File: src/rtl/dtfp_pkg.sv
// Package for the decimal text to fixed-point unit.
// Holds the state, command and status types and the fixed constants.
// No dependencies.
`timescale 1ns / 1ps
`default_nettype none

package dtfp_pkg;

  localparam int unsigned ACC_W    = 32;
  localparam int unsigned CH_W     = 8;
  localparam int unsigned CNT_W    = 5;
  localparam int unsigned FRAC_W   = 3;
  localparam int unsigned PROD_W   = 2 * ACC_W;

  localparam logic [CH_W-1:0]   CODE_ZERO  = 8'd48;
  localparam logic [CH_W-1:0]   CODE_POINT = 8'd46;
  localparam logic [ACC_W-1:0]  ROUND_HALF = 32'd5;
  localparam int unsigned       FRAC_RESET = 1;

  // floor(x / 10) == (x * RECIP_TEN) >> RECIP_SHIFT for every 32-bit x
  localparam logic [ACC_W-1:0]  RECIP_TEN   = 32'hCCCC_CCCD;
  localparam int unsigned       RECIP_SHIFT = 35;

  typedef enum logic {
    ST_IDLE,
    ST_ADJUST
  } dtfp_state_t;

  typedef enum logic [2:0] {
    OP_NONE,
    OP_CHAR,
    OP_START,
    OP_DIV,
    OP_RND,
    OP_MUL,
    OP_EMIT
  } dtfp_op_t;

  typedef struct packed {
    dtfp_op_t op;
  } dtfp_cmd_t;

  typedef struct packed {
    logic over_by_two;
    logic over;
    logic under;
  } dtfp_status_t;

endpackage

`default_nettype wire

File: src/rtl/dtfp_ctrl.sv
// Controller for the decimal text to fixed-point unit.
// Sequences character folds, digit adjustment steps and the result transfer.
// Depends on dtfp_pkg.
`timescale 1ns / 1ps
`default_nettype none

module dtfp_ctrl
  import dtfp_pkg::*;
(
  input  wire logic         clk,
  input  wire logic         rst_n,
  input  wire logic         in_valid,
  input  wire logic         in_is_end,
  output logic              in_stall,
  output logic              out_valid,
  input  wire logic         out_stall,
  input  wire dtfp_status_t status,
  output dtfp_cmd_t         cmd
);

  dtfp_state_t state_r, state_nxt;
  logic        out_valid_r, out_valid_nxt;
  logic        out_free;

  assign out_free  = !out_valid_r || !out_stall;
  assign out_valid = out_valid_r;

  always_comb begin
    state_nxt = state_r;
    unique case (state_r)
      ST_IDLE: begin
        if (in_valid && in_is_end) state_nxt = ST_ADJUST;
      end
      ST_ADJUST: begin
        if (!status.over && !status.under && out_free) state_nxt = ST_IDLE;
      end
      default: state_nxt = ST_IDLE;
    endcase
  end

  always_comb begin
    cmd.op   = OP_NONE;
    in_stall = 1'b1;
    unique case (state_r)
      ST_IDLE: begin
        in_stall = 1'b0;
        if (in_valid) cmd.op = in_is_end ? OP_START : OP_CHAR;
      end
      ST_ADJUST: begin
        priority if (status.over_by_two) cmd.op = OP_DIV;
        else if (status.over)            cmd.op = OP_RND;
        else if (status.under)           cmd.op = OP_MUL;
        else if (out_free)               cmd.op = OP_EMIT;
        else                             cmd.op = OP_NONE;
      end
      default: begin
        cmd.op   = OP_NONE;
        in_stall = 1'b1;
      end
    endcase
  end

  assign out_valid_nxt = (cmd.op == OP_EMIT) || (out_valid_r && out_stall);

  always_ff @(posedge clk) begin
    if (!rst_n) begin
      state_r     <= ST_IDLE;
      out_valid_r <= 1'b0;
    end else begin
      state_r     <= state_nxt;
      out_valid_r <= out_valid_nxt;
    end
  end

endmodule

`default_nettype wire

File: src/rtl/dtfp_datapath.sv
// Datapath for the decimal text to fixed-point unit.
// Accumulator, fraction counter, divide/multiply-by-ten step and result register.
// Depends on dtfp_pkg.
`timescale 1ns / 1ps
`default_nettype none

module dtfp_datapath
  import dtfp_pkg::*;
#(
  parameter int unsigned FRAC_COUNT_MAX = 31
) (
  input  wire logic              clk,
  input  wire logic              rst_n,
  input  wire dtfp_cmd_t         cmd,
  input  wire logic [CH_W-1:0]   in_ch,
  input  wire logic              cfg_we,
  input  wire logic [FRAC_W-1:0] cfg_frac_digits,
  output dtfp_status_t           status,
  output logic [ACC_W-1:0]       out_value
);

  logic [ACC_W-1:0]  acc_r, acc_nxt;
  logic [CNT_W-1:0]  cnt_r, cnt_nxt;
  logic              point_r, point_nxt;
  logic [FRAC_W-1:0] frac_r;
  logic [ACC_W-1:0]  value_r;

  logic [CNT_W:0]    have_ext, want_ext;
  logic [ACC_W-1:0]  div_in, quot, acc_x10;
  logic [PROD_W-1:0] prod;

  assign have_ext = {1'b0, cnt_r};
  assign want_ext = {{(CNT_W + 1 - FRAC_W){1'b0}}, frac_r};

  assign status.over_by_two = have_ext > (want_ext + (CNT_W + 1)'(1));
  assign status.over        = have_ext > want_ext;
  assign status.under       = want_ext > have_ext;

  assign acc_x10 = (acc_r << 3) + (acc_r << 1);
  assign div_in  = (cmd.op == OP_RND) ? acc_r + ROUND_HALF : acc_r;
  assign prod    = {{ACC_W{1'b0}}, div_in} * {{ACC_W{1'b0}}, RECIP_TEN};
  assign quot    = ACC_W'(prod >> RECIP_SHIFT);

  always_comb begin
    acc_nxt   = acc_r;
    cnt_nxt   = cnt_r;
    point_nxt = point_r;
    unique case (cmd.op)
      OP_CHAR: begin
        if (in_ch == CODE_POINT) begin
          point_nxt = 1'b1;
          cnt_nxt   = '0;
        end else begin
          acc_nxt = acc_x10 + {{(ACC_W - CH_W){1'b0}}, in_ch}
                    - {{(ACC_W - CH_W){1'b0}}, CODE_ZERO};
          if (point_r && (cnt_r < CNT_W'(FRAC_COUNT_MAX))) cnt_nxt = cnt_r + 1'b1;
        end
      end
      OP_START: begin
        // count becomes the number of fractional digits on hand
        if (!point_r) cnt_nxt = '0;
      end
      OP_DIV, OP_RND: begin
        acc_nxt = quot;
        cnt_nxt = cnt_r - 1'b1;
      end
      OP_MUL: begin
        acc_nxt = acc_x10;
        cnt_nxt = cnt_r + 1'b1;
      end
      OP_EMIT: begin
        acc_nxt   = '0;
        cnt_nxt   = '0;
        point_nxt = 1'b0;
      end
      default: begin
        acc_nxt   = acc_r;
        cnt_nxt   = cnt_r;
        point_nxt = point_r;
      end
    endcase
  end

  always_ff @(posedge clk) begin
    if (!rst_n) begin
      acc_r   <= '0;
      cnt_r   <= '0;
      point_r <= 1'b0;
      frac_r  <= FRAC_W'(FRAC_RESET);
    end else begin
      acc_r   <= acc_nxt;
      cnt_r   <= cnt_nxt;
      point_r <= point_nxt;
      if (cfg_we) frac_r <= cfg_frac_digits;
    end
  end

  always_ff @(posedge clk) begin
    if (cmd.op == OP_EMIT) value_r <= acc_r;
  end

  assign out_value = value_r;

endmodule

`default_nettype wire

File: src/rtl/decimal_text_to_fixed_point_unit.sv
// Top level of the decimal text to fixed-point unit.
// Joins the controller and the datapath. Depends on dtfp_pkg, dtfp_ctrl, dtfp_datapath.
//
//   Channel  Signals                               Direction  Transfer when
//   in       in_valid in_stall in_ch in_is_end     sink       in_valid && !in_stall
//   out      out_valid out_stall out_value         source     out_valid && !out_stall
//   cfg      cfg_valid cfg_ready cfg_frac_digits   sink       cfg_valid && cfg_ready
//
// A character is taken while idle. A terminator brings |have - want| adjustment steps,
// each a divide by ten (reciprocal multiplier) or multiply by ten (shift and add).
// The result register frees the accumulator: the next number may start while the
// result waits. A terminator can only finish once the result register is free.
// Reset (rst_n, synchronous) clears the number state and sets frac_digits to 1.
`timescale 1ns / 1ps
`default_nettype none

module decimal_text_to_fixed_point_unit
  import dtfp_pkg::*;
#(
  parameter int unsigned FRAC_COUNT_MAX = 31
) (
  input  wire logic              clk,
  input  wire logic              rst_n,
  input  wire logic              in_valid,
  output logic                   in_stall,
  input  wire logic [CH_W-1:0]   in_ch,
  input  wire logic              in_is_end,
  output logic                   out_valid,
  input  wire logic              out_stall,
  output logic [ACC_W-1:0]       out_value,
  input  wire logic              cfg_valid,
  output logic                   cfg_ready,
  input  wire logic [FRAC_W-1:0] cfg_frac_digits
);

  dtfp_cmd_t    cmd;
  dtfp_status_t status;

  assign cfg_ready = 1'b1;

  dtfp_ctrl u_ctrl (
    .clk       (clk),
    .rst_n     (rst_n),
    .in_valid  (in_valid),
    .in_is_end (in_is_end),
    .in_stall  (in_stall),
    .out_valid (out_valid),
    .out_stall (out_stall),
    .status    (status),
    .cmd       (cmd)
  );

  dtfp_datapath #(
    .FRAC_COUNT_MAX (FRAC_COUNT_MAX)
  ) u_datapath (
    .clk             (clk),
    .rst_n           (rst_n),
    .cmd             (cmd),
    .in_ch           (in_ch),
    .cfg_we          (cfg_valid && cfg_ready),
    .cfg_frac_digits (cfg_frac_digits),
    .status          (status),
    .out_value       (out_value)
  );

endmodule

`default_nettype wire

File: config.mk
export PLATFORM = sky130hd
export DESIGN_NAME = decimal_text_to_fixed_point_unit
export DESIGN_NICKNAME = d
export VERILOG_FILES = /design/src/rtl/dtfp_pkg.sv /design/src/rtl/dtfp_ctrl.sv /design/src/rtl/dtfp_datapath.sv /design/src/rtl/decimal_text_to_fixed_point_unit.sv
export SDC_FILE = /design/constraint.sdc
export NUM_CORES = 1
export LEC_CHECK = 0
export ABC_AREA = 1
export BUFFER_PORTS_ARGS = -buffer_cell sky130_fd_sc_hd__buf_2
export CORE_UTILIZATION = 60
export DETAILED_ROUTE_END_ITERATION = 10
export GPL_TIMING_DRIVEN = 0
export PLACE_DENSITY = 0.8
export SETUP_SLACK_MARGIN = 0.15
export SYNTH_ARGS = -nofsm -noshare
export SYNTH_HDL_FRONTEND = slang
export SYNTH_SLANG_ARGS = --single-unit
File: constraint.sdc
create_clock -name clk -period 12.4 [get_ports clk]
set_input_delay 2.48 -clock clk [delete_from_list [all_inputs] [get_ports clk]]
set_output_delay 2.48 -clock clk [all_outputs]
set_load 0.02 [all_outputs]
==> run summary <==
Outcome: complete, no violations
Most used DFF post-synth: dfxtp_1
DR pass1 iterations: 5
Synth unique cells: 57
Gr ovfl total: 0
Core area: 41300 um2
Area growth, synth to finish: 5.35%
Syn nets: 3976
WP data arrival: 12070 ps
Site Rows: 74
CTS clk-pin slew, worst paths: 60 ps
WL/cell: 21.4 um
Die X: 208 um
Unrepaired setup endpoints after global routing: false
Via count: 21252
Residual DRC: 0
Hold path start: u_datapath.frac_r[1]$_SDFFE_PN0P_
CTS tree: built
RR Startpoint: u_datapath.frac_r[0]$_SDFFE_PN1P_
Global-route wire length before repair: 124 mm
Initial antenna violation count: 0
Yosys top cell area share: 30.5%
Worst-Margin Slew: 1100 ps
Mapped Cells: 3157
CP max stage cell: ha_1
#FFs+latches synth: 75
CP Max Fanout: 9
1st-iter DRT viols: 1643
H-tree Lvls: 3
Post-DRT Antenna Nets: 0
Cell accounting for the most synthesized area: fa_1
Post-route clock period utilization: 95.1%
Worst Path Required: 12680 ps
FMAX: 84.8 MHz
Worst setup startpoint: out_stall
Setup WS pre-CTS: 123 ps
Layout fillers: 3646
Vias in the first global route: 22147
R2R depth: 46
Routability congestion estimate: 1.05
DR vias/cell: 5.66
Worst Setup End Kind: flip-flop
Largest stage delay, worst path: 620 ps
WL final: 80.6 mm
DP Area: 26300 um2
Boundary Pins: 52
Share of flip-flops with an asynchronous set or reset: 0%
Final setup vio count: 0
Clk_lat worst skew: 360 ps
Worst Hold End: u_datapath.frac_r[1]$_SDFFE_PN0P_
Most frequent cell after synthesis: inv_1
Fin Setup TNS: 0 ps
Max Cap Viol: 0
Final instance area: 26700 um2
Sequential share of the synthesized area: 7.18%
Synth Warn #: 0
Starting density of the core: 61.4%
Tmin final: 11790 ps
Setup WS post-layout: 607 ps
Top post-synthesis cells by area: fa_1 (31%), ha_1 (20%), inv_1 (13%), nand2_1 (6.1%), a21oi_1 (4.5%)
Critical path launch point type: input pin
Die ar.: 43100 um2
Fraction of layout cells with a size suffix above 1: 3.84%
Register area: 1820 um2
R2r setup slk: 1630 ps
Setup CP Type: input pin to flip-flop
Synth cell count leaders: inv_1 (883), ha_1 (415), nand2_1 (410)
Hold Path Class: flip-flop to flip-flop
Num CTS Buffers: 9
Die H: 208 um
Skew final: 7.46 ps
Largest net degree at the start of global routing: 33
Multi-input gate area in the final layout: 20200 um2
Post-synth EDFFs: 32
Slew HR: 26.0%
CTS Buffer Depth: 2
TritonCTS Sinks: 75
Post-Syn Area: 25400 um2
Max Slew Vio Count: 0
Nets: 4039
Worst reg2reg endpoint: u_datapath.acc_r[24]$_SDFFE_PN0P_
Avg Inst Size Synth: 8.04 um2
Post-DP HPWL: 71.4 mm
Root buf cell: clkbuf_16
I/O Buffers: 50
Final hold vios: 0
Hold Path Depth: 2
Gr usage total: 38.4%
## stage by stage
stage | hold slack (ps) | std cells | util [%]
2_1_floorplan | 445 | 3157 | -
3_3_place_gp | 482 | 3739 | 63.7
3_5_place_dp | 486 | 3739 | 63.7
4_1_cts | 503 | 3755 | 64.5
5_1_grt | 538 | 3757 | 64.7
6_report | 518 | 3758 | 64.7
## registers in the layout, summed over array words and instances (netlist names)
register              cells
u_ctrl.out_valid          1
u_datapath.frac_r         3
u_ctrl.state_r            1
u_datapath.cnt_r          5
u_datapath.acc_r         32
u_datapath.point_r        1
u_datapath.out_value     32
## critical path, delay by kind of cell
kind                     cells  cell delay, ps
adder cells (fa/ha/maj)      9            4420
AND/OR/NAND/NOR             15            2100
AO/OA/AOI/OAI                8            2070
buffers and inverters        9             980
## cell usage in the layout (no fill, tap or decap), types with 7 or more instances in the layout
master,n
xnor2_1,34
nor4_1,19
o21bai_1,10
nand2_1,410
inv_2,10
o221ai_1,7
edfxtp_1,32
a21boi_0,9
fa_1,387
inv_1,882
o21ai_0,111
nand4_1,14
o21a_1,15
a21o_1,14
ha_1,411
nor3_1,22
nor2_1,165
buf_2,52
or2_2,14
nand3b_1,9
nand3_1,85
a31oi_1,21
clkbuf_1,26
xor2_1,105
o211ai_1,7
dfxtp_1,43
a21oi_1,227
clkbuf_16,9
## how the worst max path moves through the flow
stage,to,slack (ps),depth (start not counted)
after detailed placement,u_datapath.acc_r[14]$_SDFFE_PN0P_,120,42
after CTS,u_datapath.acc_r[14]$_SDFFE_PN0P_,440,42
after global placement,u_datapath.acc_r[14]$_SDFFE_PN0P_,130,42
after global routing,u_datapath.acc_r[21]$_SDFFE_PN0P_,180,43
after floorplan,u_datapath.acc_r[24]$_SDFFE_PN0P_,1830,39
final,u_datapath.acc_r[24]$_SDFFE_PN0P_,610,41
## what timing repair did
item | in CTS | in global routing
setup buffers | 0 | 1
hold buffers | 0 | 0
setup endpoints to repair | 0 | 16
resized for setup | 0 | 12
## metal layers
| layer | GRT usage [%] | up-vias | wire, um |
|---|---|---|---|
| li1 | - | 9948 | - |
| met1 | 48.3 | 10247 | 32000 |
| met2 | 64.1 | 886 | 37800 |
| met3 | 8.50 | 171 | 7230 |
| met4 | 15.8 | 0 | 3610 |
| met5 | 0.222 | - | 0 |
## final cells by class
| class | instances | area share (%) |
|---|---|---|
| Antenna cell | 1 | 0.00936 |
| Buffer | 28 | 0.417 |
| Clock buffer | 10 | 0.857 |
| Clock inverter | 6 | 0.426 |
| Inverter | 892 | 12.5 |
| Multi-Input combinational cell | 2162 | 75.4 |
| Sequential cell | 75 | 6.82 |
| Tap cell | 532 | 2.49 |
| Timing Repair Buffer | 52 | 1.07 |
## cells by family after synthesis
family | Yosys count | share of synthesized area, %
AO/OA/AOI/OAI | 453 | 10.0
XOR/XNOR | 148 | 5.29
adder cells (fa/ha/maj) | 802 | 51.0
buffers and inverters | 920 | 13.6
flip-flops | 75 | 7.18
other | 1 | 0.0148
AND/OR/NAND/NOR | 758 | 12.8
Power is not shown: default switching activity piles up to over one toggle a cycle in this logic, so the estimate is an artifact.
